**src/rtl/bsf_pkg.sv**
```systemverilog
// ----------------------------------------------------------------------------
// bsf_pkg
// Shared types and constants of the bitmap shape filler: command codes,
// sequencer states, the command record and the coordinate type.
// ----------------------------------------------------------------------------
`default_nettype none

package bsf_pkg;

    // command codes carried in the input tuser
    typedef enum logic [2:0] {
        ACT_CLEAR   = 3'd0,
        ACT_POINT   = 3'd1,
        ACT_RECT    = 3'd2,
        ACT_DIAMOND = 3'd3,
        ACT_DUMP    = 3'd4
    } t_action;

    // configuration register indexes
    localparam logic [1:0] CFG_ACTIVE_WIDTH  = 2'd0;
    localparam logic [1:0] CFG_ACTIVE_HEIGHT = 2'd1;

    // sequencer states
    typedef enum logic [1:0] {
        ST_IDLE,
        ST_DRAW,
        ST_DUMP
    } t_state;

    // fixed field widths
    localparam int CFG_IDX_W  = 2;
    localparam int CFG_DATA_W = 6;
    localparam int AW_REG_W   = 6;
    localparam int AH_REG_W   = 5;
    localparam int IN_TDATA_W = 40;
    localparam int ROW_BITS_W = 32;
    localparam int ROW_IDX_W  = 4;
    localparam int OUT_TDATA_W = 40;

    // signed working coordinate, wide enough for centre plus or minus radius
    localparam int COORD_W = 10;
    typedef logic signed [COORD_W-1:0] t_coord;

    // one accepted command
    typedef struct packed {
        logic [2:0]        action;
        logic signed [7:0] x_pos;
        logic signed [7:0] y_pos;
        logic signed [7:0] width;
        logic signed [7:0] height;
        logic signed [7:0] radius;
    } t_cmd;

endpackage

`default_nettype wire

```
**src/rtl/bitmap_shape_filler_top.sv**
```systemverilog
// Draw: one memory read per active row and the last write-back in the cycle after it,
//   so the next command can transfer only once that last write-back is done.
// Dump: each row word is read from memory and then registered for output, one row
//   per cycle while the output does not stall.
// Clear and ignored codes stay in idle. Reset: synchronous, active low; rows read
//   as clear through per-row valid flags (no clearing pass), width and height 32 and 16.
// ----------------------------------------------------------------------------
// bitmap_shape_filler_top
// One-bit-per-pixel bitmap in a row memory; fills points, rectangles and
// diamonds row by row with read-modify-write, and dumps the active rows.
// ----------------------------------------------------------------------------
`default_nettype none

module bitmap_shape_filler_top #(
    parameter int MAX_WIDTH  = 32,
    parameter int MAX_HEIGHT = 16
) (
    input  wire logic                               i_clk,
    input  wire logic                               i_rst_n,
    // command stream
    input  wire logic                               i_s_axis_tvalid,
    output logic                                    o_s_axis_tready,
    // tdata: x_pos[7:0], y_pos[15:8], width[23:16], height[31:24], radius[39:32]
    input  wire logic [bsf_pkg::IN_TDATA_W-1:0]     i_s_axis_tdata,
    // tuser: action[2:0]
    input  wire logic [2:0]                         i_s_axis_tuser,
    // row stream
    output logic                                    o_m_axis_tvalid,
    input  wire logic                               i_m_axis_tready,
    // tdata: row_bits[31:0], row_index[35:32], zero[39:36]
    output logic      [bsf_pkg::OUT_TDATA_W-1:0]    o_m_axis_tdata,
    // tlast: last_row
    output logic                                    o_m_axis_tlast,
    // configuration writes
    input  wire logic                               i_cfg_valid,
    output logic                                    o_cfg_ready,
    input  wire logic [bsf_pkg::CFG_IDX_W-1:0]      i_cfg_index,
    input  wire logic [bsf_pkg::CFG_DATA_W-1:0]     i_cfg_data
);

    localparam int ROW_AW = (MAX_HEIGHT > 1) ? $clog2(MAX_HEIGHT) : 1;
    localparam int CW     = $clog2(MAX_WIDTH + 1);
    localparam int HW     = $clog2(MAX_HEIGHT + 1);

    bsf_pkg::t_state                  r_state, n_state;
    bsf_pkg::t_cmd                    r_cmd;
    bsf_pkg::t_cmd                    in_cmd;
    logic [ROW_AW-1:0]                r_row, n_row;
    logic                             r_dump_more, n_dump_more;
    logic                             r_pend;
    logic [ROW_AW-1:0]                r_pend_row;
    logic                             r_wr_en, n_wr_en;
    logic [ROW_AW-1:0]                r_wr_row;
    logic [MAX_WIDTH-1:0]             r_wr_mask;
    logic [MAX_HEIGHT-1:0]            r_valid;
    logic                             r_out_valid;
    logic [bsf_pkg::ROW_BITS_W-1:0]   r_out_bits;
    logic [bsf_pkg::ROW_IDX_W-1:0]    r_out_idx;
    logic                             r_out_last;
    logic [bsf_pkg::AW_REG_W-1:0]     r_cfg_aw;
    logic [bsf_pkg::AH_REG_W-1:0]     r_cfg_ah;

    logic [CW-1:0]                    eff_aw;
    logic [HW-1:0]                    eff_ah;
    logic                             in_fire;
    logic                             out_load;
    logic                             rd_issue;
    logic                             dump_issue;
    logic                             clear_all;
    logic                             row_last;
    logic [MAX_WIDTH-1:0]             span_mask;
    logic [MAX_WIDTH-1:0]             col_mask;
    logic [MAX_WIDTH-1:0]             ram_rdata;
    logic [MAX_WIDTH-1:0]             wr_word;
    logic [MAX_WIDTH-1:0]             dump_word;

    // input unpacking
    always_comb begin
        in_cmd.action = i_s_axis_tuser;
        in_cmd.x_pos  = i_s_axis_tdata[7:0];
        in_cmd.y_pos  = i_s_axis_tdata[15:8];
        in_cmd.width  = i_s_axis_tdata[23:16];
        in_cmd.height = i_s_axis_tdata[31:24];
        in_cmd.radius = i_s_axis_tdata[39:32];
    end

    // configuration registers
    assign o_cfg_ready = 1'b1;

    always_ff @(posedge i_clk) begin
        if (!i_rst_n) begin
            r_cfg_aw <= bsf_pkg::AW_REG_W'(32);
            r_cfg_ah <= bsf_pkg::AH_REG_W'(16);
        end else if (i_cfg_valid) begin
            if (i_cfg_index == bsf_pkg::CFG_ACTIVE_WIDTH) begin
                r_cfg_aw <= i_cfg_data[bsf_pkg::AW_REG_W-1:0];
            end else if (i_cfg_index == bsf_pkg::CFG_ACTIVE_HEIGHT) begin
                r_cfg_ah <= i_cfg_data[bsf_pkg::AH_REG_W-1:0];
            end
        end
    end

    // active area, clamped to 1..max
    always_comb begin
        if (r_cfg_aw == '0) begin
            eff_aw = CW'(1);
        end else if (32'(r_cfg_aw) > MAX_WIDTH) begin
            eff_aw = CW'(MAX_WIDTH);
        end else begin
            eff_aw = CW'(r_cfg_aw);
        end
        if (r_cfg_ah == '0) begin
            eff_ah = HW'(1);
        end else if (32'(r_cfg_ah) > MAX_HEIGHT) begin
            eff_ah = HW'(MAX_HEIGHT);
        end else begin
            eff_ah = HW'(r_cfg_ah);
        end
    end

    // active column mask for dumps
    always_comb begin
        for (int i = 0; i < MAX_WIDTH; i++) begin
            col_mask[i] = (CW'(i) < eff_aw);
        end
    end

    // handshake terms
    assign o_s_axis_tready = (r_state == bsf_pkg::ST_IDLE) && !r_wr_en;
    assign in_fire         = i_s_axis_tvalid && o_s_axis_tready;
    assign out_load        = r_pend && (!r_out_valid || i_m_axis_tready);
    assign row_last        = (HW'(r_row) == eff_ah - HW'(1));

    // row mask of the current shape
    bsf_span #(
        .MAX_WIDTH (MAX_WIDTH),
        .ROW_AW    (ROW_AW),
        .CW        (CW)
    ) u_span (
        .i_cmd  (r_cmd),
        .i_row  (r_row),
        .i_aw   (eff_aw),
        .o_mask (span_mask)
    );

    // row memory
    assign wr_word   = (r_valid[r_wr_row] ? ram_rdata : '0) | r_wr_mask;
    assign dump_word = (r_valid[r_pend_row] ? ram_rdata : '0) & col_mask;

    bsf_ram #(
        .WIDTH (MAX_WIDTH),
        .DEPTH (MAX_HEIGHT),
        .AW    (ROW_AW)
    ) u_rows (
        .i_clk   (i_clk),
        .i_we    (r_wr_en),
        .i_waddr (r_wr_row),
        .i_wdata (wr_word),
        .i_re    (rd_issue),
        .i_raddr (r_row),
        .o_rdata (ram_rdata)
    );

    // sequencer next state and controls
    always_comb begin
        n_state     = r_state;
        n_row       = r_row;
        n_dump_more = r_dump_more;
        n_wr_en     = 1'b0;
        rd_issue    = 1'b0;
        dump_issue  = 1'b0;
        clear_all   = 1'b0;
        case (r_state)
            bsf_pkg::ST_IDLE: begin
                if (in_fire) begin
                    case (in_cmd.action)
                        bsf_pkg::ACT_CLEAR: begin
                            clear_all = 1'b1;
                        end
                        bsf_pkg::ACT_POINT, bsf_pkg::ACT_RECT,
                        bsf_pkg::ACT_DIAMOND: begin
                            n_state = bsf_pkg::ST_DRAW;
                            n_row   = '0;
                        end
                        bsf_pkg::ACT_DUMP: begin
                            n_state     = bsf_pkg::ST_DUMP;
                            n_row       = ROW_AW'(eff_ah - HW'(1));
                            n_dump_more = 1'b1;
                        end
                        default: begin
                            n_state = bsf_pkg::ST_IDLE;
                        end
                    endcase
                end
            end
            bsf_pkg::ST_DRAW: begin
                // read this row, merge and write it back next cycle
                rd_issue = 1'b1;
                n_wr_en  = 1'b1;
                if (row_last) begin
                    n_state = bsf_pkg::ST_IDLE;
                    n_row   = '0;
                end else begin
                    n_row = r_row + ROW_AW'(1);
                end
            end
            bsf_pkg::ST_DUMP: begin
                // one read in flight, held in the memory until the output takes it
                if (r_dump_more && (!r_pend || out_load)) begin
                    rd_issue   = 1'b1;
                    dump_issue = 1'b1;
                    if (r_row == '0) begin
                        n_dump_more = 1'b0;
                    end else begin
                        n_row = r_row - ROW_AW'(1);
                    end
                end
                if (!r_dump_more && !r_pend) begin
                    n_state = bsf_pkg::ST_IDLE;
                end
            end
            default: begin
                n_state = bsf_pkg::ST_IDLE;
            end
        endcase
    end

    // state register and control flags
    always_ff @(posedge i_clk) begin
        if (!i_rst_n) begin
            r_state     <= bsf_pkg::ST_IDLE;
            r_row       <= '0;
            r_dump_more <= 1'b0;
            r_pend      <= 1'b0;
            r_wr_en     <= 1'b0;
            r_valid     <= '0;
            r_out_valid <= 1'b0;
        end else begin
            r_state     <= n_state;
            r_row       <= n_row;
            r_dump_more <= n_dump_more;
            r_wr_en     <= n_wr_en;
            if (dump_issue) begin
                r_pend <= 1'b1;
            end else if (out_load) begin
                r_pend <= 1'b0;
            end
            if (clear_all) begin
                r_valid <= '0;
            end else if (r_wr_en) begin
                r_valid[r_wr_row] <= 1'b1;
            end
            if (out_load) begin
                r_out_valid <= 1'b1;
            end else if (i_m_axis_tready) begin
                r_out_valid <= 1'b0;
            end
        end
    end

    // payload registers
    always_ff @(posedge i_clk) begin
        if (in_fire) begin
            r_cmd <= in_cmd;
        end
        r_wr_row  <= r_row;
        r_wr_mask <= span_mask;
        if (dump_issue) begin
            r_pend_row <= r_row;
        end
        if (out_load) begin
            r_out_bits <= bsf_pkg::ROW_BITS_W'(dump_word);
            r_out_idx  <= bsf_pkg::ROW_IDX_W'(r_pend_row);
            r_out_last <= (r_pend_row == '0);
        end
    end

    // output stream
    assign o_m_axis_tvalid = r_out_valid;
    assign o_m_axis_tdata  = {{(bsf_pkg::OUT_TDATA_W - bsf_pkg::ROW_BITS_W
                                - bsf_pkg::ROW_IDX_W){1'b0}}, r_out_idx, r_out_bits};
    assign o_m_axis_tlast  = r_out_last;

`ifndef SYNTHESIS
    // no command is taken while a write-back is still outstanding
    a_no_accept_during_wb: assert property (@(posedge i_clk) disable iff (!i_rst_n)
        r_wr_en |-> !o_s_axis_tready)
        else $error("command accepted during write-back");

    // a pending dump read only exists inside a dump
    a_pend_in_dump: assert property (@(posedge i_clk) disable iff (!i_rst_n)
        r_pend |-> (r_state == bsf_pkg::ST_DUMP))
        else $error("pending row read outside a dump");

    // draw reads stay inside the active rows
    a_draw_row_range: assert property (@(posedge i_clk) disable iff (!i_rst_n)
        (r_state == bsf_pkg::ST_DRAW) |-> (HW'(r_row) < eff_ah))
        else $error("draw row beyond active height");

    // the last word of a dump is row zero
    a_last_is_row0: assert property (@(posedge i_clk) disable iff (!i_rst_n)
        (o_m_axis_tvalid && o_m_axis_tlast) |-> (r_out_idx == '0))
        else $error("last row mark on a non-zero row");
`endif

endmodule

`default_nettype wire

```
**src/rtl/bsf_ram.sv**
```systemverilog
// ----------------------------------------------------------------------------
// bsf_ram
// Generic single-write, single-read synchronous RAM with a registered read.
// ----------------------------------------------------------------------------
`default_nettype none

module bsf_ram #(
    parameter int WIDTH = 32,
    parameter int DEPTH = 16,
    parameter int AW    = 4
) (
    input  wire logic             i_clk,
    input  wire logic             i_we,
    input  wire logic [AW-1:0]    i_waddr,
    input  wire logic [WIDTH-1:0] i_wdata,
    input  wire logic             i_re,
    input  wire logic [AW-1:0]    i_raddr,
    output logic      [WIDTH-1:0] o_rdata
);

    logic [WIDTH-1:0] r_mem [DEPTH];
    logic [WIDTH-1:0] r_rdata;

    // write port
    always_ff @(posedge i_clk) begin
        if (i_we) begin
            r_mem[i_waddr] <= i_wdata;
        end
    end

    // registered read, holds when not enabled
    always_ff @(posedge i_clk) begin
        if (i_re) begin
            r_rdata <= r_mem[i_raddr];
        end
    end

    assign o_rdata = r_rdata;

endmodule

`default_nettype wire

```
**src/rtl/bsf_span.sv**
```systemverilog
// ----------------------------------------------------------------------------
// bsf_span
// Works out the pixels a point, rectangle or diamond covers on one row and
// returns them as a row mask clipped to the active columns.
// ----------------------------------------------------------------------------
`default_nettype none

module bsf_span #(
    parameter int MAX_WIDTH = 32,
    parameter int ROW_AW    = 4,
    parameter int CW        = 6
) (
    input  wire bsf_pkg::t_cmd         i_cmd,
    input  wire logic [ROW_AW-1:0]     i_row,
    input  wire logic [CW-1:0]         i_aw,
    output logic      [MAX_WIDTH-1:0]  o_mask
);

    bsf_pkg::t_coord row_c;
    bsf_pkg::t_coord xs;
    bsf_pkg::t_coord ys;
    bsf_pkg::t_coord ws;
    bsf_pkg::t_coord hs;
    bsf_pkg::t_coord rs;
    bsf_pkg::t_coord diff;
    bsf_pkg::t_coord dy;
    bsf_pkg::t_coord rem;
    bsf_pkg::t_coord lo;
    bsf_pkg::t_coord hi;
    logic            hit;

    // operands widened to the working coordinate
    always_comb begin
        row_c = $signed(bsf_pkg::COORD_W'(i_row));
        xs    = bsf_pkg::t_coord'(i_cmd.x_pos);
        ys    = bsf_pkg::t_coord'(i_cmd.y_pos);
        ws    = bsf_pkg::t_coord'(i_cmd.width);
        hs    = bsf_pkg::t_coord'(i_cmd.height);
        rs    = bsf_pkg::t_coord'(i_cmd.radius);
        diff  = row_c - ys;
        dy    = (diff < 0) ? -diff : diff;
        rem   = rs - dy;
    end

    // span of the shape on this row
    always_comb begin
        hit = 1'b0;
        lo  = xs;
        hi  = xs;
        case (i_cmd.action)
            bsf_pkg::ACT_POINT: begin
                hit = (row_c == ys);
            end
            bsf_pkg::ACT_RECT: begin
                hit = (ws > 0) && (hs > 0) && (row_c >= ys)
                      && (row_c <= ys + hs - bsf_pkg::t_coord'(1));
                hi  = xs + ws - bsf_pkg::t_coord'(1);
            end
            bsf_pkg::ACT_DIAMOND: begin
                hit = (rs >= 0) && (rem >= 0);
                lo  = xs - rem;
                hi  = xs + rem;
            end
            default: begin
                hit = 1'b0;
            end
        endcase
    end

    // per-column compare, clipped to the active columns
    always_comb begin
        for (int i = 0; i < MAX_WIDTH; i++) begin
            o_mask[i] = hit && (bsf_pkg::t_coord'(i) >= lo)
                        && (bsf_pkg::t_coord'(i) <= hi) && (CW'(i) < i_aw);
        end
    end

endmodule

`default_nettype wire
```
**config.mk**
```make
export PLATFORM = sky130hd
export DESIGN_NAME = bitmap_shape_filler_top
export DESIGN_NICKNAME = d
export VERILOG_FILES = /design/src/rtl/bsf_pkg.sv /design/src/rtl/bitmap_shape_filler_top.sv /design/src/rtl/bsf_ram.sv /design/src/rtl/bsf_span.sv
export SDC_FILE = /design/constraint.sdc
export NUM_CORES = 1
export LEC_CHECK = 0
export BUFFER_PORTS_ARGS = -buffer_cell sky130_fd_sc_hd__buf_2
export CELL_PAD_IN_SITES_DETAIL_PLACEMENT = 1
export CELL_PAD_IN_SITES_GLOBAL_PLACEMENT = 2
export CORE_ASPECT_RATIO = 0.75
export CORE_MARGIN = 1
export CORE_UTILIZATION = 42
export CTS_CLUSTER_SIZE = 25
export DETAILED_ROUTE_END_ITERATION = 10
export PLACE_DENSITY_LB_ADDON = 0.08
export RECOVER_POWER = 50
export SETUP_SLACK_MARGIN = 0.05
export SYNTH_ARGS = -nofsm -noshare
export SYNTH_HDL_FRONTEND = slang
export SYNTH_SLANG_ARGS = --single-unit
```
**constraint.sdc**
```tcl
create_clock -name i_clk -period 6.8 [get_ports i_clk]
set_input_delay 0.34 -clock i_clk [delete_from_list [all_inputs] [get_ports i_clk]]
set_output_delay 0.34 -clock i_clk [all_outputs]
set_load 0.03 [all_outputs]
```
# Word-level counts from Yosys, hierarchy flattened

Memories as Yosys holds them, arrays and structs flattened. A register that Yosys moved wholly into a read port is not among the register bits.
Cells that the tools add are included.

Register bits after elaboration: 157
Bits in writable memories: 512
Input port bits: 56
Output and inout port bits: 44
Logic and storage cells: 343
Memories: 1

Add/subtract/negate cells: 12
$lt $le $gt $ge: 108
Equality and inequality tests: 21
Mux-type cells: 45
Bitwise operators: 5
Reduce and logical (&&, ||, !) cells: 130

Memories:

| memory       | words | width | rd ports | clocked after Yosys merged registers in | wr ports | line          | text |
|---|---|---|---|---|---|---|---|
| u_rows.r_mem | 16    | 32    | 1        | 1                                       | 1        | bsf_ram.sv:21 | `logic [WIDTH-1:0] r_mem [DEPTH];` |

Operators by type and width:

| kind                                                                            | number |
|---|---|
| 6-bit by 10-bit >= comparator with 1-bit output, first input constant           | 16 |
| 6-bit by 10-bit <= comparator with 1-bit output, first input constant           | 16 |
| 1-bit logical AND                                                               | 106 |
| 5-bit by 6-bit < comparator with 1-bit output, first input constant             | 16 |
| 5-bit by 10-bit >= comparator with 1-bit output, first input constant           | 8 |
| 5-bit by 10-bit <= comparator with 1-bit output, first input constant           | 8 |
| 32-bit 2-to-1 mux                                                               | 2 |
| 4-bit by 6-bit < comparator with 1-bit output, first input constant             | 8 |
| 4-bit by 10-bit >= comparator with 1-bit output, first input constant           | 4 |
| 4-bit by 10-bit <= comparator with 1-bit output, first input constant           | 4 |
| 32-bit bitwise AND                                                              | 1 |
| 32-bit bitwise OR                                                               | 1 |
| 3-bit by 6-bit < comparator with 1-bit output, first input constant             | 4 |
| 3-bit by 10-bit >= comparator with 1-bit output, first input constant           | 2 |
| 3-bit by 10-bit <= comparator with 1-bit output, first input constant           | 2 |
| 10-bit 2-to-1 mux                                                               | 2 |
| 10-bit case mux with 2 select lines                                             | 1 |
| 10-bit by 2-bit subtractor with 10-bit output, second input constant            | 2 |
| 8-bit by 10-bit subtractor with 10-bit output                                   | 2 |
| 1-bit 2-to-1 mux                                                                | 19 |
| 8-bit by 8-bit adder with 9-bit output                                          | 2 |
| 8-bit by 1-bit greater-than comparator with 1-bit output, second input constant | 2 |
| 4-bit 2-to-1 mux                                                                | 4 |
| 16-bit bitwise OR                                                               | 1 |
| other kinds (57)                                                                | 88 |

# Longest topological paths before layout

Gate-level depths: netlist of run 1.

Depth in word-level cells: 10
Depth in mapped cells: 32
Mapped depth without buffers: 29

# Hierarchy

Synthesis of run 1 repeated with hierarchy kept, for this count alone.

Cell total of the unflattened synthesis: 2025
Area total of the unflattened synthesis: 31003.5 um^2

Modules (own cells, without submodules):

| module                  | times used | cells an instance | area an instance (um^2) | seq. area each (um^2) |
|---|---|---|---|---|
| bsf_ram                 | 1          | 838               | 20155.6                 | 16335.7 |
| bitmap_shape_filler_top | 1          | 483               | 6158.4                  | 3983.8 |
| bsf_span                | 1          | 704               | 4689.5                  | 0.0 |

# Least setup slack after synthesis of run 1

OpenSTA, ideal clock, no wires.

Kind: reg2reg
Start: register r_row[1]
End: register r_wr_mask[15]
Library setup time: 0.103 ns
Data arrival time: 6.234 ns
Data required time: 6.697 ns
Path slack: 0.463 ns
Stages on the path, launching flop included: 31
Buffers on the path: 5
Period minus slack after synthesis: 6.337 ns
Cells stage by stage: dfxtp_1 -> clkbuf_1 -> clkbuf_1 -> clkbuf_1 -> inv_1 -> fa_1 -> nor2b_1 -> o21ai_0 -> nand2b_1 -> nand2_1 -> or2_2 -> nand2b_1 -> o21ai_0 -> fa_1 -> a21o_1 -> a21oi_1 -> o21bai_1 -> a21oi_1 -> o21bai_1 -> a21oi_1 -> xnor2_1 -> ha_1 -> clkbuf_1 -> o2111ai_1 -> and3b_1 -> a211o_1 -> a31oi_1 -> nand2_2 -> a21o_1 -> buf_2 -> a2111oi_2

Longest elaborated chain between the ends: 10
Elaborated cells between the ends (all ways): 22
Those cells by class: 5 x add/sub; 6 x order compare; 1 x eq/ne; 4 x mux; 6 x reduce/logical

RTL lines:

| element                                                                                                                 | line                           | text |
|---|---|---|
| from (decl)                                                                                                             | bitmap_shape_filler_top.sv:48  | `logic [ROW_AW-1:0] r_row, n_row;` |
| from (signal assigned)                                                                                                  | bitmap_shape_filler_top.sv:240 | `r_row <= n_row;` |
| 5-bit by 8-bit subtractor with 9-bit output                                                                             | bsf_span.sv:40                 | `diff = row_c - ys;` |
| 9-bit negator with 10-bit output / 9-bit by 1-bit < comparator with 1-bit output (equally long branches)                | bsf_span.sv:41                 | `dy = (diff < 0) ? -diff : diff;` |
| 10-bit 2-to-1 mux                                                                                                       | bsf_span.sv:41                 |  |
| 8-bit by 10-bit subtractor with 10-bit output                                                                           | bsf_span.sv:42                 | `rem = rs - dy;` |
| 8-bit by 10-bit subtractor with 10-bit output / 10-bit by 1-bit >= comparator with 1-bit output (equally long branches) | bsf_span.sv:61, bsf_span.sv:60 |  |
| 10-bit 2-to-1 mux / 1-bit logical AND (equally long branches)                                                           | bsf_span.sv:50, bsf_span.sv:60 |  |
| 5-bit by 10-bit >= comparator with 1-bit output / 1-bit case mux with 3 select lines (equally long branches)            | bsf_span.sv:73, bsf_span.sv:50 |  |
| 1-bit logical AND                                                                                                       | bsf_span.sv:73                 | `o_mask[i] = hit && (bsf_pkg::t_coord'(i) >= lo)` |
| 1-bit logical AND * (2 in a row)                                                                                        | bsf_span.sv:74                 | `&& (bsf_pkg::t_coord'(i) <= hi) && (CW'(i) < i_aw);` |
| named net span_mask[15]                                                                                                 | bitmap_shape_filler_top.sv:71  | `logic [MAX_WIDTH-1:0] span_mask;` |
| to (signal assigned)                                                                                                    | bitmap_shape_filler_top.sv:267 | `r_wr_mask <= span_mask;` |
| to (decl)                                                                                                               | bitmap_shape_filler_top.sv:54  | `logic [MAX_WIDTH-1:0] r_wr_mask;` |

The timed path passes the listed nets; every way through them passes the cells marked *.
A chain may end at the register's enable or synchronous reset.

# Worst setup path in the final report of run 1

Start: register r_cmd[24] in the netlist's numbering
End: register r_wr_mask[3]

Longest elaborated chain between the ends: 10
Elaborated cells between the ends (all ways): 24
Those cells by class: 7 x add/sub; 6 x order compare; 1 x eq/ne; 4 x mux; 6 x reduce/logical

RTL lines:

| element                                                                                                                 | line                           | text |
|---|---|---|
| from (decl)                                                                                                             | bitmap_shape_filler_top.sv:46  | `bsf_pkg::t_cmd r_cmd;` |
| from (signal assigned)                                                                                                  | bitmap_shape_filler_top.sv:264 | `r_cmd <= in_cmd;` |
| 5-bit by 8-bit subtractor with 9-bit output                                                                             | bsf_span.sv:40                 |  |
| 9-bit negator with 10-bit output / 9-bit by 1-bit < comparator with 1-bit output (equally long branches)                | bsf_span.sv:41                 |  |
| 10-bit 2-to-1 mux                                                                                                       | bsf_span.sv:41                 |  |
| 8-bit by 10-bit subtractor with 10-bit output                                                                           | bsf_span.sv:42                 |  |
| 8-bit by 10-bit subtractor with 10-bit output / 10-bit by 1-bit >= comparator with 1-bit output (equally long branches) | bsf_span.sv:61, bsf_span.sv:60 |  |
| 10-bit 2-to-1 mux / 1-bit logical AND (equally long branches)                                                           | bsf_span.sv:50, bsf_span.sv:60 |  |
| 3-bit by 10-bit >= comparator with 1-bit output / 1-bit case mux with 3 select lines (equally long branches)            | bsf_span.sv:73, bsf_span.sv:50 |  |
| 1-bit logical AND                                                                                                       | bsf_span.sv:73                 |  |
| 1-bit logical AND * (2 in a row)                                                                                        | bsf_span.sv:74                 |  |
| named net span_mask[3]                                                                                                  | bitmap_shape_filler_top.sv:71  |  |

Marked as above.

==> run metrics, run 1 <==
status finished with violations; failing checks max-capacitance violations, max-slew violations; chip height 234 µm; r2r startpoint r_cmd[24]; Die W 312 µm; Distinct cells, synth 84; Port Buf Inserts 94; vias in the first global route 18325; Area Overhead vs Synth 14.3%; clk_lat worst skew 650 ps; Synth warnings 0; P_sw 3.05 mW; grt ovf 0; worst hold path type primary input to flop; main flop type after synthesis edfxtp_1; largest family of logic cells by synthesized area multiplexers; Total Power 10.9 mW; kind of critical path flop to flop; router iterations before antenna repair 5; crit share post-route 92.7%; core area roughly 71000 µm²; Clock Skew 34.1 ps; CTS Root Cell clkbuf_16; Initial Utilization 42.8%; Synth async-reset ratio 0%; leakage 10.9 nW; sequential element share of the synthesized area 67.2%; Slew Viols, Final slightly below 800; worst path arrival time 6780 ps; first-iteration detailed-routing DRC count roughly 1700; num ports 100; Longest Clk Path Bufs 3; critical path startpoint category flop; Synth Cell Area ~30000 µm²; Adder-Cell Fraction of Synth Area approximately 3.0%; final setup fails 0; clock sink count ~700; Slew headroom -189%; FF-to-FF setup slack 490 ps; top cell type by total area after synthesis edfxtp_1; Filler cells 6779; Clock power frac 36.2%; multiplexer share of the synthesized area 13.2%; Hold Crit Depth 3; initial antenna violation count 5; Synth Area in XOR/XNOR 1.18%; RePlAce Congestion 0.860; WHS Endpoint r_cfg_ah[2]; H-tree Lvls 3; Comb pwr share 19.5%; Clock transition at path regs 60 ps; area of the die 73000 µm²; number of flops mapped to enable cells by yosys 628; Net Sw Frac roughly 28%; top cell type's share of synthesized area 62.4%; required time of the critical path 7270 ps; DR vias 17484; hold path startpoint i_cfg_data[2]; row cnt 84; max_cap viols 22; cts bufs inserted 72; Final Critical Period 6310 ps; Simple-Gate Fraction of Synth Area 6.48%; Synth Area per Inst between 15 and 20 µm²; CP Capture Type flop; CP max FO 10; Slew @ Worst Pin 4330 ps; Vias/cell 5.84; pin count of the biggest net entering global routing 137; HPWL Detailed 52.0 mm; Synth Area in Compound Gates 7.01%; Final nets 2111; Routed WL per cell 29.1 µm; CTS tree yes; Flop pwr share 44.3%; Util after Layout between 40% and 50%; most area-consuming cells after synthesis edfxtp_1 62%, mux4_2 13%, dfxtp_1 4.8%; Peak Freq 0.159 GHz; share of cells above drive strength 1 a little under a fifth; reg2reg path depth 22; final hold vios 0; #FFs+latches synth 701; Post-DRT Antenna Nets 0; Routed WL between 80 and 90 mm; non-filler cells, final 2995; PD cells 316 nW/µm²; FF-to-FF End r_wr_mask[3]; global-route wire length before repair 127 mm; Cells after Synth about 1800; drt drc 0; RSZ-0062 raised after global routing true; P_int 7.86 mW; VDD IR max 0.000195 V; setup_tns 0 ps; placed cells 2814; Global Route Usage Sum 24.3%
[synth_stat cells, types with 6 or more instances]
cell type / instances
or3_1: 9
nand2_1: 81
a21boi_0: 7
a211oi_1: 8
xor2_1: 16
nor2b_1: 23
nor3_1: 36
a21o_1: 42
nor2_1: 80
and3_1: 28
nand3_1: 13
mux4_2: 170
o21a_1: 27
a21oi_1: 79
fa_1: 6
nor4b_1: 8
o21bai_1: 9
and3b_1: 6
a31oi_1: 12
mux2i_1: 17
nor4_1: 23
buf_1: 13
o211ai_1: 7
ha_1: 63
dfxtp_1: 73
nand2b_1: 20
or2_2: 7
edfxtp_1: 628
o21ai_0: 61
inv_1: 51
xnor2_1: 22
clkbuf_1: 61
[placed cells by master (no fill, tap or decap), types with 8 or more instances in the layout]
cell / netlist / layout
o21bai_1: 9 / 9
nor2b_1: 23 / 23
a21o_1: 42 / 41
nand2_1: 81 / 81
o21a_1: 27 / 27
nor2_1: 80 / 73
xor2_1: 16 / 15
nand3_1: 13 / 13
clkinv_1: 0 / 9
edfxtp_1: 628 / 628
buf_2: 4 / 49
ha_1: 63 / 63
a21oi_1: 79 / 79
nor3_1: 36 / 36
nand2b_1: 20 / 20
or3_1: 9 / 9
and3_1: 28 / 28
inv_1: 51 / 51
mux2i_1: 17 / 17
o21ai_0: 61 / 61
nor4b_1: 8 / 8
xnor2_1: 22 / 22
mux4_2: 170 / 170
nor4_1: 23 / 22
a31oi_1: 12 / 11
clkbuf_16: 0 / 73
dlygate4sd3_1: 0 / 43
a211oi_1: 8 / 8
clkbuf_1: 61 / 78
dfxtp_1: 73 / 71
clkinv_2: 0 / 18
buf_4: 5 / 10
[area by class of cell]
type | instances | area (µm²) | share of cell area (%)
inverter | 51 | 191 | 0.554
timing repair buffer | 169 | 1030 | 2.98
clock inverter | 43 | 393 | 1.14
multi-input combinational | 991 | 9470 | 27.4
tap | 946 | 1180 | 3.43
antenna | 3 | 7.51 | 0.0217
sequential | 701 | 20300 | 58.9
clock buffer | 91 | 1930 | 5.60
[worst max path at each step]
stage	startpoint	cells after the start	end	slack [ps]
2_1_floorplan	r_row[1]	30	r_wr_mask[15]	460
3_3_place_gp	r_cmd[24]	25	r_wr_mask[17]	440
3_5_place_dp	r_cmd[24]	25	r_wr_mask[3]	100
4_1_cts	r_cmd[24]	25	r_wr_mask[3]	250
5_1_grt	r_cmd[24]	28	r_wr_mask[18]	50
6_report	r_cmd[24]	22	r_wr_mask[3]	490
[metrics by stage]
step           cell area [µm²]  hold slack [ps]  setup WS (ps)
2_1_floorplan            30200              364            463
3_3_place_gp             31900              471            437
3_5_place_dp             31900              477            100
4_1_cts                  34700             12.6            249
5_1_grt                  34500             44.8           48.1
6_report                 34500             52.3            494
[repair_timing]
action,in CTS,in global routing
gates resized for setup,1,9
setup buffers,0,0
setup endpoints to repair,1,28
endpoints found under the hold margin,43,0
gates cloned,0,1
hold buffers,43,0
[registers in the layout, indices dropped and copies added (netlist names)]
| register | flops |
|---|---|
| r_cfg_ah | 5 |
| r_pend_row | 4 |
| u_rows.r_mem | 512 |
| o_m_axis_tlast | 1 |
| r_wr_mask | 32 |
| r_pend | 1 |
| r_dump_more | 1 |
| r_cmd | 43 |
| r_state | 2 |
| r_valid | 16 |
| r_out_idx | 4 |
| r_out_bits | 32 |
| r_row | 4 |
| o_m_axis_tvalid | 1 |
| r_wr_en | 1 |
| r_cfg_aw | 6 |
| r_wr_row | 4 |
| u_rows.o_rdata | 32 |
[power groups by stage]
| stage | sequential (mW) | clock, mW | combinational (mW) |
|---|---|---|---|
| final | 4.83 | 3.95 | 2.13 |
| after global routing | 4.84 | 4.17 | 2.34 |
| after CTS | 4.83 | 4.03 | 2.09 |
| after detailed placement | 4.92 | 0 | 2.06 |
| after global placement | 4.92 | 0 | 2.04 |
| after floorplan | 4.88 | 0 | 1.52 |
[critical path, stage by stage, from the launching register on]
cell,delay [ps]
edfxtp_1,410
ha_1,240
fa_1,420
nor2b_1,140
o21ai_0,90
nand2b_1,150
nand2_1,110
or2_2,300
nand2b_1,200
o21ai_0,210
fa_1,460
a21o_1,170
a21oi_1,210
xnor2_1,120
ha_1,520
a221oi_1,110
o21ai_0,390
a21boi_0,170
nor4_1,300
a32oi_1,200
nor2_1,600
a21oi_1,150
a2111oi_1,480
[logic make-up after synthesis]
kind of cell	count (synthesis)
flip-flops	701
AND/OR/NAND/NOR	371
AO/OA/AOI/OAI	317
multiplexers	187
buffers and inverters	135
adder cells (fa/ha/maj)	70
XOR/XNOR	39
other	2
[metal layers]
layer | vias to the layer above | GRT usage [%] | wire (µm)
met4 | 0 | 6.13 | 1740
met3 | 110 | 3.80 | 4860
met2 | 476 | 37.1 | 39300
li1 | 7629 | - | -
met1 | 9269 | 36.3 | 41200
met5 | - | 0 | 0
Note: power is estimated with default switching activity, not from simulation.
==> run 2, diff against run 1 <==
--- a/config.mk
+++ b/config.mk
@@ -13,6 +13,7 @@
 export CORE_UTILIZATION = 42
 export CTS_CLUSTER_SIZE = 25
 export DETAILED_ROUTE_END_ITERATION = 10
+export MAX_ROUTING_LAYER = met4
 export PLACE_DENSITY_LB_ADDON = 0.08
 export RECOVER_POWER = 50
 export SETUP_SLACK_MARGIN = 0.05
==> run metrics, run 2 (same netlist as run 1, synthesis figures left out) <==
critical path startpoint category flop (unchanged); final setup fails 0 (unchanged); H-tree Lvls 3 (unchanged); RePlAce Congestion 0.878 (was 0.860); Slowest cell on crit path or4_1 (was nor2_1); Area Overhead vs Synth 14.3% (about the same); final hold vios 0 (unchanged); max FFs per register 512 (unchanged); chip height 234 µm (unchanged); leakage 10.9 nW (about the same); grt ovf 0 (unchanged); status finished with violations (unchanged); pin count of the biggest net entering global routing 137 (unchanged); PD cells 317 nW/µm² (was 316 nW/µm²); crit share post-route 92.2% (was 92.7%); setup_tns 0 ps (unchanged); first-iteration detailed-routing DRC count 1554 (was 1672); Final nets 2111 (unchanged); Longest Clk Path Bufs 3 (unchanged); failing checks max-capacitance violations, max-slew violations (unchanged); Clock transition at path regs 60 ps (about the same); Port Buf Inserts 94 (unchanged); Global Route Usage Sum 24.8% (was 24.3%); share of cells above drive strength 1 18.6% (was 18.9%); Routed WL per cell 29.0 µm (was 29.1 µm); worst hold path type primary input to flop (unchanged); max_cap viols 21 (was 22); Routed WL 86.5 mm (was 87.1 mm); setup ws final 528 ps (was 494 ps); Vias/cell 5.86 (was 5.84); Setup Buffers After CTS 0 (unchanged); most frequent cells in the layout 628 x edfxtp_1, 170 x mux4_2, 81 x nand2_1, 79 x a21oi_1 (was 628 x edfxtp_1, 170 x mux4_2, 81 x nand2_1, 79 x a21oi_1, 78 x clkbuf_1); HPWL Detailed 53.0 mm (was 52.0 mm); largest reg by FF count u_rows.r_mem (unchanged); Slew Viols, Final 779 (was 794); num ports 100 (unchanged); initial antenna violation count 2 (was 5); max incr delay on CP 480 ps (was 600 ps); cts bufs inserted 72 (unchanged); required time of the critical path 7280 ps (was 7270 ps); global-route wire length before repair 126 mm (was 127 mm); DR vias 17511 (was 17484); kind of critical path flop to flop (unchanged); Initial Utilization 42.8% (unchanged); clock sink count 701 (unchanged); Clock Skew 23.5 ps (was 34.1 ps); commonest non-fill, non-tap cell in the layout edfxtp_1 (unchanged); CP Capture Type flop (unchanged); worst path arrival time 6750 ps (was 6780 ps); Final Critical Period 6270 ps (was 6310 ps); CP max FO 32 (was 10); area of the die 73000 µm² (unchanged); vias in the first global route 18118 (was 18325); Peak Freq 0.159 GHz (about the same); row cnt 84 (unchanged); drt drc 0 (unchanged); CTS tree yes (unchanged); VDD IR max 0.000187 V (was 0.000195 V); Post-DRT Antenna Nets 0 (unchanged); CTS Root Cell clkbuf_16 (unchanged); core area 70600 µm² (unchanged); hold_ws 48.4 ps (was 52.3 ps); Slew @ Worst Pin 4360 ps (was 4330 ps); RSZ-0062 raised after global routing false (was true); worst slack, placed 18.5 ps (was 100 ps); router iterations before antenna repair 5 (unchanged); Slew headroom -191% (was -189%); Die W 312 µm (unchanged); clk_lat worst skew 620 ps (was 650 ps); biggest regs u_rows.r_mem x512, r_cmd x43 (unchanged)
[run 2: critical path, delay by kind of cell, from the launching register on]
family / cells / cell delay, ps
compound gates: 10 / 1990
xor+xnor: 2 / 370
fa+ha+maj: 4 / 1190
buf+inv: 2 / 340
flops: 1 / 410
simple gates: 10 / 1820
[run 2: stage by stage]
| stage | utilization [%] | total power [mW] | cell area (µm²) | cells |
|---|---|---|---|---|
| final | 48.9 | 11.0 | 34500 | 2986 |
| after global routing | 48.9 | 11.4 | 34500 | 2985 |
| after CTS | 49.2 | 11.0 | 34700 | 2985 |
| after detailed placement | 45.2 | 6.99 | 32000 | 2815 |
| after global placement | 45.2 | 6.97 | 32000 | 2815 |
| after floorplan | - | 6.39 | 30200 | 1826 |
[run 2: layout make-up]
| type | count | area, µm² |
|---|---|---|
| Fill cell | 6766 | 36100 |
| Sequential cell | 701 | 20300 |
| Multi-Input combinational cell | 990 | 9460 |
| Clock buffer | 94 | 2030 |
| Tap cell | 946 | 1180 |
| Timing Repair Buffer | 170 | 1030 |
| Clock inverter | 33 | 330 |
| Inverter | 51 | 191 |
| Antenna cell | 1 | 2.50 |
[run 2: what timing repair did]
item                                    in CTS  in global routing
hold buffers                                43                  0
endpoints found under the hold margin       43                  0
endpoints found under the setup margin       3                 28
resized for setup                            1                 13
[run 2: routing by layer]
metal  up-vias  part of all wire (%)  track usage (%)
met5         -                     0                -
met4         0                   1.7             5.76
met3       101                   5.7             3.80
met2       484                    45             36.7
met1      9314                    48             36.1
li1       7612                     -                -
[run 2: report_power, final]
group | switching, mW | leakage (nW) | internal (mW)
sequential | 0.0633 | 5.76 | 4.76
clock | 1.65 | 1.16 | 2.33
combinational | 1.27 | 3.97 | 0.874
[run 2: path summary, 6_finish.rpt]
check / from / endpoint / slack, ps / cells after the start
setup reg to reg: r_cmd[24] / r_wr_mask[18] / 530 / 28
hold / removal: i_cfg_data[4] / r_cfg_ah[4] / 50 / 3
setup / recovery: r_cmd[24] / r_wr_mask[18] / 530 / 28
hold reg to reg: r_valid[6] / r_valid[6] / 490 / 1
==> run 3, diff against run 2 <==
--- a/config.mk
+++ b/config.mk
@@ -14,7 +14,7 @@
 export CTS_CLUSTER_SIZE = 25
 export DETAILED_ROUTE_END_ITERATION = 10
 export MAX_ROUTING_LAYER = met4
-export PLACE_DENSITY_LB_ADDON = 0.08
+export PLACE_DENSITY_LB_ADDON = 0.1
 export RECOVER_POWER = 50
 export SETUP_SLACK_MARGIN = 0.05
 export SYNTH_ARGS = -nofsm -noshare
==> run metrics, run 3 (same netlist as run 1, synthesis figures left out) <==
Hold Crit Depth 3 (unchanged); HPWL Detailed 53.8 mm (was 53.0 mm); clk_lat worst skew 640 ps (was 620 ps); max incr delay on CP 440 ps (was 480 ps); core area 70600 µm² (unchanged); failing checks max-capacitance violations, max-slew violations (unchanged); non-filler cells, final 3005 (was 2986); Final nets 2125 (was 2111); cts bufs inserted 73 (was 72); most frequent cells in the layout 628 x edfxtp_1, 170 x mux4_2, 82 x clkbuf_1, 81 x nand2_1, 78 x a21oi_1 (was 628 x edfxtp_1, 170 x mux4_2, 81 x nand2_1, 79 x a21oi_1); FF-to-FF End r_wr_mask[18] (unchanged); DR vias 17602 (was 17511); Post-DRT Antenna Nets 0 (unchanged); reg2reg path depth 28 (unchanged); hold path startpoint i_cfg_data[0] (was i_cfg_data[4]); grt ovf 0 (unchanged); max FFs per register 512 (unchanged); initial antenna violation count 3 (was 2); Peak Freq 0.159 GHz (about the same); Port Buf Inserts 94 (unchanged); chip height 234 µm (unchanged); largest reg by FF count u_rows.r_mem (unchanged); share of cells above drive strength 1 18.7% (was 18.6%); CP Capture Type flop (unchanged); first-iteration detailed-routing DRC count 1653 (was 1554); Filler cells 6747 (was 6766); max_cap viols 21 (unchanged); row cnt 84 (unchanged); Routed WL 86.7 mm (was 86.5 mm); CTS Root Cell clkbuf_16 (unchanged); WHS Endpoint r_cfg_aw[0] (was r_cfg_ah[4]); PD cells 316 nW/µm² (was 317 nW/µm²); placed cells 2820 (was 2815); router iterations before antenna repair 5 (unchanged); commonest non-fill, non-tap cell in the layout edfxtp_1 (unchanged); Area Overhead vs Synth 14.7% (was 14.3%); Final Critical Period 6310 ps (was 6270 ps); final setup fails 0 (unchanged); Clock transition at path regs 60 ps (about the same); biggest regs u_rows.r_mem x512, r_cmd x43 (unchanged); global-route wire length before repair 127 mm (was 126 mm); area of the die 73000 µm² (unchanged); critical path startpoint category flop (unchanged); Vias/cell 5.86 (about the same); vias in the first global route 18377 (was 18118); hold_ws 30.8 ps (was 48.4 ps); Clock Skew 26.6 ps (was 23.5 ps); Slew @ Worst Pin 4130 ps (was 4360 ps); drt drc 0 (unchanged); Longest Clk Path Bufs 3 (unchanged); final hold vios 0 (unchanged); worst path arrival time 6800 ps (was 6750 ps); clock sink count 701 (unchanged); leakage 10.9 nW (about the same); required time of the critical path 7290 ps (was 7280 ps); CTS tree yes (unchanged); VDD IR max 0.000181 V (was 0.000187 V); Initial Utilization 42.8% (unchanged); H-tree Lvls 3 (unchanged); RePlAce Congestion 0.870 (was 0.878); num ports 100 (unchanged); kind of critical path flop to flop (unchanged); CP max FO 7 (was 32); status finished with violations (unchanged); worst hold path type primary input to flop (unchanged); Routed WL per cell 28.8 µm (was 29.0 µm); FF-to-FF setup slack 490 ps (was 530 ps); r2r startpoint r_cmd[24] (unchanged); setup_tns 0 ps (unchanged); Die W 312 µm (unchanged); Slew Viols, Final 683 (was 779); Global Route Usage Sum 24.8% (about the same); RSZ-0062 raised after global routing false (unchanged); Slew headroom -175% (was -191%); pin count of the biggest net entering global routing 102 (was 137); crit share post-route 92.7% (was 92.2%); Slowest cell on crit path a2111oi_0 (was or4_1)
run 3: final cells by class:
class	count	area, µm²	share of cell area, %
Timing Repair Buffer	182	1100	3.17
Inverter	51	191	0.553
Multi-Input combinational cell	991	9490	27.4
Sequential cell	701	20300	58.7
Antenna cell	3	7.51	0.0217
Clock buffer	93	1970	5.70
Tap cell	946	1180	3.42
Clock inverter	38	375	1.08
run 3: stage by stage:
step / area (µm²) / setup slack (ps) / util [%] / total power, mW
3_3_place_gp: 32000 / 364 / 45.3 / 6.96
3_5_place_dp: 32000 / 10.1 / 45.3 / 6.98
5_1_grt: 34600 / 59.9 / 49.0 / 11.4
4_1_cts: 34800 / 173 / 49.2 / 11.0
6_report: 34600 / 494 / 49.1 / 10.9
2_1_floorplan: 30200 / 463 / - / 6.39
run 3: per-layer routing:
metal | global-route usage, % | vias to the layer above | share of wire [%]
met3 | 3.96 | 102 | 5.5
met4 | 5.30 | 0 | 1.6
met2 | 36.7 | 488 | 45
met5 | - | - | 0
met1 | 36.2 | 9356 | 48
li1 | - | 7656 | -
run 3: worst max-delay path by stage:
stage | end | cells past startpoint | startpoint
after floorplan | r_wr_mask[15] | 30 | r_row[1]
after global placement | r_wr_mask[17] | 25 | r_cmd[24]
after detailed placement | r_wr_mask[3] | 25 | r_cmd[24]
after CTS | r_wr_mask[12] | 28 | r_cmd[24]
after global routing | r_wr_mask[1] | 29 | r_cmd[24]
final | r_wr_mask[18] | 28 | r_cmd[24]
run 3: timing repair:
item / CTS / global route
hold endpoints to repair: 44 / 0
hold buffers: 44 / 0
setup endpoints to repair: 2 / 31
cloned: 0 / 1
resized for setup: 2 / 15
pin swaps: 0 / 2
buffers inserted: 0 / 6
run 3: critical path, delay by kind of cell (launching register included):
family | cells | cell delay [ps]
buffers and inverters | 2 | 280
AND/OR/NAND/NOR | 8 | 1520
AO/OA/AOI/OAI | 11 | 2140
flip-flops | 1 | 400
adder cells (fa/ha/maj) | 4 | 1240
XOR/XNOR | 3 | 600
run 3: power by group:
group,switching (mW),internal (mW),leakage (nW)
sequential,0.0648,4.76,5.76
clock,1.68,2.29,1.14
combinational,1.28,0.864,4.02
total,3.03,7.92,10.9
